File: src/rtl/rlmt_pkg.sv
`default_nettype none
package rlmt_pkg;
  localparam int unsigned TableEntries = 4096;
  localparam int unsigned IdxW = $clog2(TableEntries);
  localparam int unsigned CntW = $clog2(TableEntries + 1);
  localparam logic OpStart = 1'b0;
  localparam logic OpDone  = 1'b1;

  typedef struct packed {
    logic        opcode;
    logic [63:0] request_id;
    logic [63:0] timestamp;
  } item_t;

  typedef enum logic [3:0] {
    S_IDLE = 4'b0001,
    S_READ = 4'b0010,
    S_CMP  = 4'b0100,
    S_FIN  = 4'b1000
  } state_e;
endpackage
`default_nettype wire

File: src/rtl/rlmt_front.sv
`default_nettype none
module rlmt_front (
  input  wire logic           clk_i,
  input  wire logic           rst_ni,
  input  wire logic           start_i,
  input  wire logic           opcode_i,
  input  wire logic [63:0]    request_id_i,
  input  wire logic [63:0]    timestamp_i,
  output logic                busy_o,
  input  wire logic           pop_i,
  output logic                avail_o,
  output rlmt_pkg::item_t     item_o
);
  import rlmt_pkg::*;

  item_t       buf_q [2];
  logic        wptr_q, rptr_q;
  logic [1:0]  cnt_q;
  logic        push;
  logic        pop;

  assign busy_o  = (cnt_q == 2'd2);
  assign avail_o = (cnt_q != 2'd0);
  assign item_o  = buf_q[rptr_q];
  assign push    = start_i && !busy_o;
  assign pop     = pop_i && avail_o;

  always_ff @(posedge clk_i or negedge rst_ni) begin
    if (!rst_ni) begin
      wptr_q <= 1'b0;
      rptr_q <= 1'b0;
      cnt_q  <= 2'd0;
    end else begin
      if (push) wptr_q <= ~wptr_q;
      if (pop) rptr_q <= ~rptr_q;
      cnt_q <= cnt_q + {1'b0, push} - {1'b0, pop};
    end
  end

  always_ff @(posedge clk_i) begin
    if (push) begin
      buf_q[wptr_q] <= '{opcode: opcode_i, request_id: request_id_i, timestamp: timestamp_i};
    end
  end
endmodule
`default_nettype wire

File: config.mk
export PLATFORM = sky130hd
export DESIGN_NAME = rlmt_front
export DESIGN_NICKNAME = d
export VERILOG_FILES = /design/src/rtl/rlmt_pkg.sv /design/src/rtl/rlmt_front.sv
export SDC_FILE = /design/constraint.sdc
export NUM_CORES = 1
export LEC_CHECK = 0
export ABC_AREA = 1
export BUFFER_PORTS_ARGS = -buffer_cell sky130_fd_sc_hd__buf_4
export CAP_MARGIN = 25
export CORE_MARGIN = 1.5
export CORE_UTILIZATION = 56
export CTS_BUF_LIST = sky130_fd_sc_hd__clkbuf_4 sky130_fd_sc_hd__clkbuf_8 sky130_fd_sc_hd__clkbuf_16
export DETAILED_ROUTE_END_ITERATION = 8
export PLACE_DENSITY = 0.84
export SLEW_MARGIN = 20
export SYNTH_ARGS = -nofsm -noshare
export SYNTH_HDL_FRONTEND = slang
export SYNTH_SLANG_ARGS = --single-unit
File: constraint.sdc
create_clock -name clk_i -period 15.84 [get_ports clk_i]
set_input_delay 1.584 -clock clk_i [delete_from_list [all_inputs] [get_ports clk_i]]
set_output_delay 1.584 -clock clk_i [all_outputs]
set_load 0.05 [all_outputs]
## Word level (Yosys, flattened, before mapping)

Memories as Yosys holds them, arrays and structs flattened.
Index checks and enable logic that the tools add are counted.

| storage, ports and cells | value |
|---|---|
| flip-flop bits (word level) | 4 |
| memory bits (writable) | 258 |
| input port bits | 133 |
| output and inout port bits | 131 |
| logic and storage cells | 15 |
| memories | 1 |

Memories:

| name | depth | bits a word | rd ports | clocked after Yosys merged registers in | wr ports | line | RTL |
|---|---|---|---|---|---|---|---|
| buf_q | 2 | 129 | 1 | 0 | 1 | rlmt_front.sv:16 | `item_t buf_q [2];` |

| operators by class | value |
|---|---|
| $add $sub $neg | 2 |
| equality and inequality tests | 1 |
| muxes and demuxes | 2 |
| bitwise logic cells | 2 |
| reduce and logical (&&, ||, !) cells | 4 |

Operators with widths:

| operator | number |
|---|---|
| adder 2 x 1 -> 2 bit | 1 |
| equality test 2 bit (second input constant) | 1 |
| logical AND 1 bit | 2 |
| two-way mux 1 bit | 2 |
| NOT 1 bit | 2 |
| nonzero test 2 bit | 1 |
| subtractor 2 x 1 -> 2 bit | 1 |
| zero test 1 bit | 1 |

## Depth between registers and ports, before layout

Gate-level depths: netlist (run 1).

| logic depth | value |
|---|---|
| depth after elaboration | 5 |
| depth in mapped cells | 10 |

## Least setup slack after synthesis (run 1)

No wires, ideal clock.

| path | value |
|---|---|
| kind | input-to-reg |
| start | input port start_i |
| end | memory buf_q[1][0] (netlist bit), enable pin |
| library setup time | 0.618 ns |
| arrival | 7.027 ns |
| slack | 8.195 ns |
| stages | 2 |
| buffers on the path | 0 |
| cell sequence | nand2_1 -> nor2_1 |

| between the ends | value |
|---|---|
| cells in the longest elaborated chain, start to end | 3 |

RTL lines:

| element | line | RTL |
|---|---|---|
| start: declaration | rlmt_front.sv:5 | `input wire logic start_i,` |
| logical AND 1 bit | rlmt_front.sv:25 | `assign push = start_i && !busy_o;` |
| two-way mux 1 bit | rlmt_front.sv:41 | `if (push) begin` |
| two-way mux 1 bit (implied by the code) | rlmt_front.sv:42 | `buf_q[wptr_q] <= '{opcode: opcode_i, request_id: request_id_i, timestamp: timestamp_i};` |
| end: declaration | rlmt_front.sv:16 |  |

Every way passes these cells.

==> flow_metrics.env, run 1 <==
export IMPL_dpl_cell_area_um2=11700
export IMPL_grt_first_pass_wirelength_um=29900
export IMPL_antenna_found_initial=0
export IMPL_io_pins=264
export IMPL_post_cts_buffers=0
export IMPL_synth_seq_cells=262
export IMPL_endpoint="item_o[12]"
export IMPL_hold_path_class="register to register"
export IMPL_syn_inst=707
export IMPL_power_mw=2.93
export IMPL_cts_sinks=262
export IMPL_hold_viol=0
export IMPL_coreArea_um2=16700
export IMPL_crit_family="buffers and inverters"
export IMPL_die_y_um=134
export IMPL_drc=0
export IMPL_insertion_delay_ps=520
export IMPL_initial_utilization=0.578
export IMPL_dp_hpwl_um=12600
export IMPL_mostFrequentLayoutCells="nand2_1, buf_4, edfxtp_1"
export IMPL_rows=47
export IMPL_area_delta_synth_final_pct=30.5
export IMPL_path_clk_slew_ps=60
export IMPL_cts_made_buffers=26
export IMPL_yosys_warnings=0
export IMPL_wl_met2_um=10300
export IMPL_maxUsedRoutingLayer="met4"
export IMPL_ctsHoldBuffers=0
export IMPL_path_cells="inv_4 > buf_4 > nand2_1 > nand2_1 > buf_4"
export IMPL_nets=1110
export IMPL_gp_congestion=0.803
export IMPL_maxSlewViolCount=0
export IMPL_fmax_mhz=216
export IMPL_post_drt_wl_per_cell_um=16.3
export IMPL_critPathLaunch="rptr_q"
export IMPL_slowest_delay_ps=760
export IMPL_vias=6057
export IMPL_ir_drop_uv=163
export IMPL_ys_seq_area_frac=0.814
export IMPL_cts_tree="yes"
export IMPL_crit_slowest_cell="buf_4"
export IMPL_routed_via_density=5.00
export IMPL_drt_first_pass_iters=4
export IMPL_end_kind="output pin"
export IMPL_path_depth=5
export IMPL_r2r_end="rptr_q"
export IMPL_tightestPinTransition_ps=1020
export IMPL_grt_max_degree=93
export IMPL_fillCellCount=972
export IMPL_yosysUniqueCellTypes=12
export IMPL_clockBufferDepth=3
export IMPL_overflow=0
export IMPL_wl_met3_um=1600
export IMPL_die_x_um=134
export IMPL_regToRegSetupSlack_ps=13480
export IMPL_rsz0062_at_grt="no"
export IMPL_drt_initial_drc_count=376
export IMPL_min_period_ps=4640
export IMPL_syn_area_per_cell_um2=13.6
export IMPL_fin_crit_sh=0.293
export IMPL_track_usage=0.216
export IMPL_finalSetupTns_ps=0
export IMPL_layout_drive_gt1_share=0.312
export IMPL_finalSetupViolCount=0
export IMPL_final_cell_area_um2=12600
export IMPL_final_antenna_net_count=0
export IMPL_antenna_cells=0
export IMPL_p_leak_nw=5.41
export IMPL_power_density_nw_per_um2=233
export IMPL_path_class="register to output pin"
export IMPL_routed_wl_um=19800
export IMPL_layout_commonest_cell="nand2_1"
export IMPL_htree_levels=1
export IMPL_cap_violations=0
export IMPL_root_buffer="clkbuf_16"
export IMPL_outcome="finished, final reports clean"
export IMPL_startpoint_type="register"
export IMPL_worstPathRequired_ps=14260
export IMPL_worst_path_buf_inv=3
export IMPL_portBuffers=263
export IMPL_skew_ps=16.1
export IMPL_relSlewSlack=0.322
export IMPL_post_cts_resized=0
export IMPL_cp_arrival_ps=3050
export IMPL_wl_met1_um=7130
export IMPL_syn_num_nets=842
export IMPL_r2r_cells=4
export IMPL_die_area_um2=18000
export IMPL_syn_cell_area_um2=9650
export IMPL_r2r_start="rptr_q"
export IMPL_path_max_fanout=92
export IMPL_grt_pass1_vias=5936
## report_power, final
part	total [mW]	internal [mW]	switching [mW]	leakage (nW)
Combinational	1.32	0.329	0.995	2.55
Sequential	1.00	0.946	0.0579	2.45
Clock	0.599	0.356	0.242	0.415
## worst min-delay path by stage
stage                      start     end  slack [ps]  cells after the start
after floorplan           wptr_q  wptr_q         440                      2
after global placement    wptr_q  wptr_q         460                      2
after detailed placement  wptr_q  wptr_q         470                      2
after CTS                 wptr_q  wptr_q         480                      2
after global routing      wptr_q  wptr_q         500                      2
final                     wptr_q  wptr_q         480                      2
## metrics by stage
step / utilization / hold WS, ps / std cells / worst slack [ps]
after floorplan: - / 442 / 707 / 8190
after global placement: 0.703 / 456 / 1167 / 11770
after detailed placement: 0.703 / 466 / 1167 / 11740
after CTS: 0.754 / 482 / 1211 / 11200
after global routing: 0.754 / 498 / 1211 / 11040
final: 0.754 / 479 / 1211 / 11200
## Yosys cell counts
cell	number	area, um2
buf_6	11	124
clkbuf_1	1	3.75
inv_1	9	33.8
edfxtp_1	258	7750
nor2_1	1	3.75
nand3_1	3	15.0
nand2_1	400	1500
inv_2	1	3.75
buf_2	16	80.1
buf_4	1	7.51
dfrtp_1	4	100
ha_1	2	25.0
## routing by layer
metal	track usage	vias up
met1	0.252	2846
met2	0.387	240
met5	0	-
met3	0.0488	58
li1	-	2913
met4	0.0860	0
## worst min-delay path, stage by stage, from the launching register on
cell and delay [ps]:
dfrtp_1 340, nand2_1 50, nand2_1 50
## registers in the layout (all words and copies together), names as in the netlist
signal,flops
cnt_q,2
buf_q,258
rptr_q,1
wptr_q,1
## kinds of logic after synthesis
| kind of cell | Yosys count | synth area share |
|---|---|---|
| adder cells (fa/ha/maj) | 2 | 0.00259 |
| buffers and inverters | 39 | 0.0262 |
| flip-flops | 262 | 0.814 |
| AND/OR/NAND/NOR | 404 | 0.158 |
## final cells by class
cell class                 count  area, um2  area share
timing repair buffer         269       2020       0.161
inverter                      10       45.0     0.00358
clock buffer                  27        676      0.0537
tap                          220        275      0.0219
multi-input combinational    406       1550       0.123
sequential                   262       7850       0.624
clock inverter                17        165      0.0131
Note: power is estimated with default switching activity, not from simulation.
==> run 2, diff against run 1 <==
- CORE_UTILIZATION: 56 -> 47
- PLACE_DENSITY: 0.84 -> 0.75
- clock period: 15.84 -> 3.99 ns (I/O delays scaled with it)
==> flow_metrics.env, run 2 (synthesis gave the netlist of run 1 again) <==
export IMPL_r2r_cells=4
export IMPL_grt_first_pass_wirelength_um=30900
export IMPL_register_area_um2=7850
export IMPL_track_usage=0.183
export IMPL_wl_met3_um=1840
export IMPL_post_drt_wl_per_cell_um=15.8
export IMPL_fmax_mhz=361
export IMPL_pre_cts_slack_ps=1750
export IMPL_hold_slack_ps=61.5
export IMPL_drt_first_pass_iters=4
export IMPL_tightestPinTransition_ps=902
export IMPL_die_y_um=146
export IMPL_ctsHoldBuffers=1
export IMPL_hp_start="timestamp_i[38]"
export IMPL_path_class="register to output pin"
export IMPL_rows=52
export IMPL_fin_crit_sh=0.695
export IMPL_r2r_start="wptr_q"
export IMPL_cts_made_buffers=26
export IMPL_top_regs="buf_q x258, cnt_q x2"
export IMPL_grt_pass1_vias=6001
export IMPL_die_area_um2=21400
export IMPL_drc=0
export IMPL_dp_hpwl_um=12700
export IMPL_ir_drop_uv=549
export IMPL_root_buffer="clkbuf_16"
export IMPL_min_period_ps=2770
export IMPL_wl_met1_um=7910
export IMPL_regToRegSetupSlack_ps=1960
export IMPL_clockBufferDepth=3
export IMPL_post_cts_resized=0
export IMPL_routed_wl_um=20000
export IMPL_layout_drive_gt1_share=0.312
export IMPL_io_pins=264
export IMPL_grt_max_degree=68
export IMPL_worstHoldEndpoint="buf_q[0][38]"
export IMPL_end_kind="output pin"
export IMPL_finalSetupTns_ps=0
export IMPL_fillCellCount=1507
export IMPL_relSlewSlack=0.399
export IMPL_path_clk_slew_ps=60
export IMPL_maxUsedRoutingLayer="met4"
export IMPL_die_x_um=146
export IMPL_worstHoldPathCells=1
export IMPL_hold_viol=0
export IMPL_maxSlewViolCount=0
export IMPL_power_density_nw_per_um2=908
export IMPL_finalSetupViolCount=0
export IMPL_cp_arrival_ps=2370
export IMPL_cts_sinks=262
export IMPL_r2r_end="buf_q[0][1]"
export IMPL_regMostFlops="buf_q"
export IMPL_layout_commonest_cell="nand2_1"
export IMPL_post_cts_buffers=0
export IMPL_routed_via_density=4.77
export IMPL_drt_initial_drc_count=313
export IMPL_outcome="finished, final reports clean"
export IMPL_area_delta_synth_final_pct=30.8
export IMPL_antenna_cells=0
export IMPL_antenna_found_initial=0
export IMPL_multiInputGateArea_um2=1550
export IMPL_initial_utilization=0.478
export IMPL_rsz0062_at_grt="no"
export IMPL_path_max_fanout=67
export IMPL_insertion_delay_ps=520
export IMPL_overflow=0
export IMPL_portBuffers=263
export IMPL_p_leak_nw=5.40
export IMPL_hold_path_class="primary input to register"
export IMPL_cts_tree="yes"
export IMPL_nets=1112
export IMPL_vias=6028
export IMPL_startpoint_type="register"
export IMPL_largest_reg_flops=258
export IMPL_gp_congestion=0.739
export IMPL_worstPathRequired_ps=3590
export IMPL_post_route_util=0.626
export IMPL_htree_levels=1
export IMPL_mostFrequentLayoutCells="nand2_1, buf_4, edfxtp_1"
export IMPL_cap_violations=0
export IMPL_skew_ps=6.23
export IMPL_final_antenna_net_count=0
export IMPL_wl_met2_um=9820
export IMPL_fin_ws_ps=1220
export IMPL_coreArea_um2=20200
-- run 2: cell types whose count changed in the layout (fill, tap and decap cells not counted) --
cell / change
clkinv_1: +2
clkinv_8: -1
clkbuf_4: +2
buf_6: -1
clkinvlp_4: +1
buf_12: +2
bufinv_16: -3
clkinv_2: +1
dlygate4sd3_1: +1
-- run 2: how the worst max path moves through the flow --
stage,start,end,slack [ps],cells past startpoint
after CTS,rptr_q,item_o[27],1200,5
after detailed placement,rptr_q,item_o[31],1750,5
after global placement,rptr_q,item_o[31],1740,5
after floorplan,wptr_q,buf_q[0][0],440,3
final,rptr_q,item_o[96],1220,5
after global routing,rptr_q,item_o[91],1070,5
-- run 2: power breakdown --
| part | switching (mW) | internal (mW) |
|---|---|---|
| combinational | 4.01 | 1.32 |
| sequential | 0.181 | 3.76 |
| clock | 0.958 | 1.23 |
| total | 5.15 | 6.32 |
-- run 2: metrics by stage --
stage,area (um2),power (mW),std cells
after floorplan,9650,7.80,707
after global placement,11800,9.31,1218
after detailed placement,11800,9.37,1218
after CTS,12600,11.6,1265
after global routing,12600,12.0,1265
final,12600,11.5,1265
-- run 2: routing by layer --
layer / up-vias / global-route usage
met5: - / 0
met4: 0 / 0.0490
met3: 32 / 0.0584
met2: 215 / 0.307
met1: 2862 / 0.231
li1: 2919 / -
-- run 2: area by class of cell --
type                            count  area share
Timing Repair Buffer              271       0.163
Multi-Input combinational cell    406       0.123
Clock inverter                     17     0.00625
Inverter                           10     0.00357
Clock buffer                       29      0.0547
Tap cell                          270      0.0268
Sequential cell                   262       0.622
-- run 2: worst max-delay path: stages (launching register included) --
cell and delay (ps):
dfrtp_4 640, inv_4 390, buf_12 320, nand2_1 100, nand2_1 110, buf_4 200
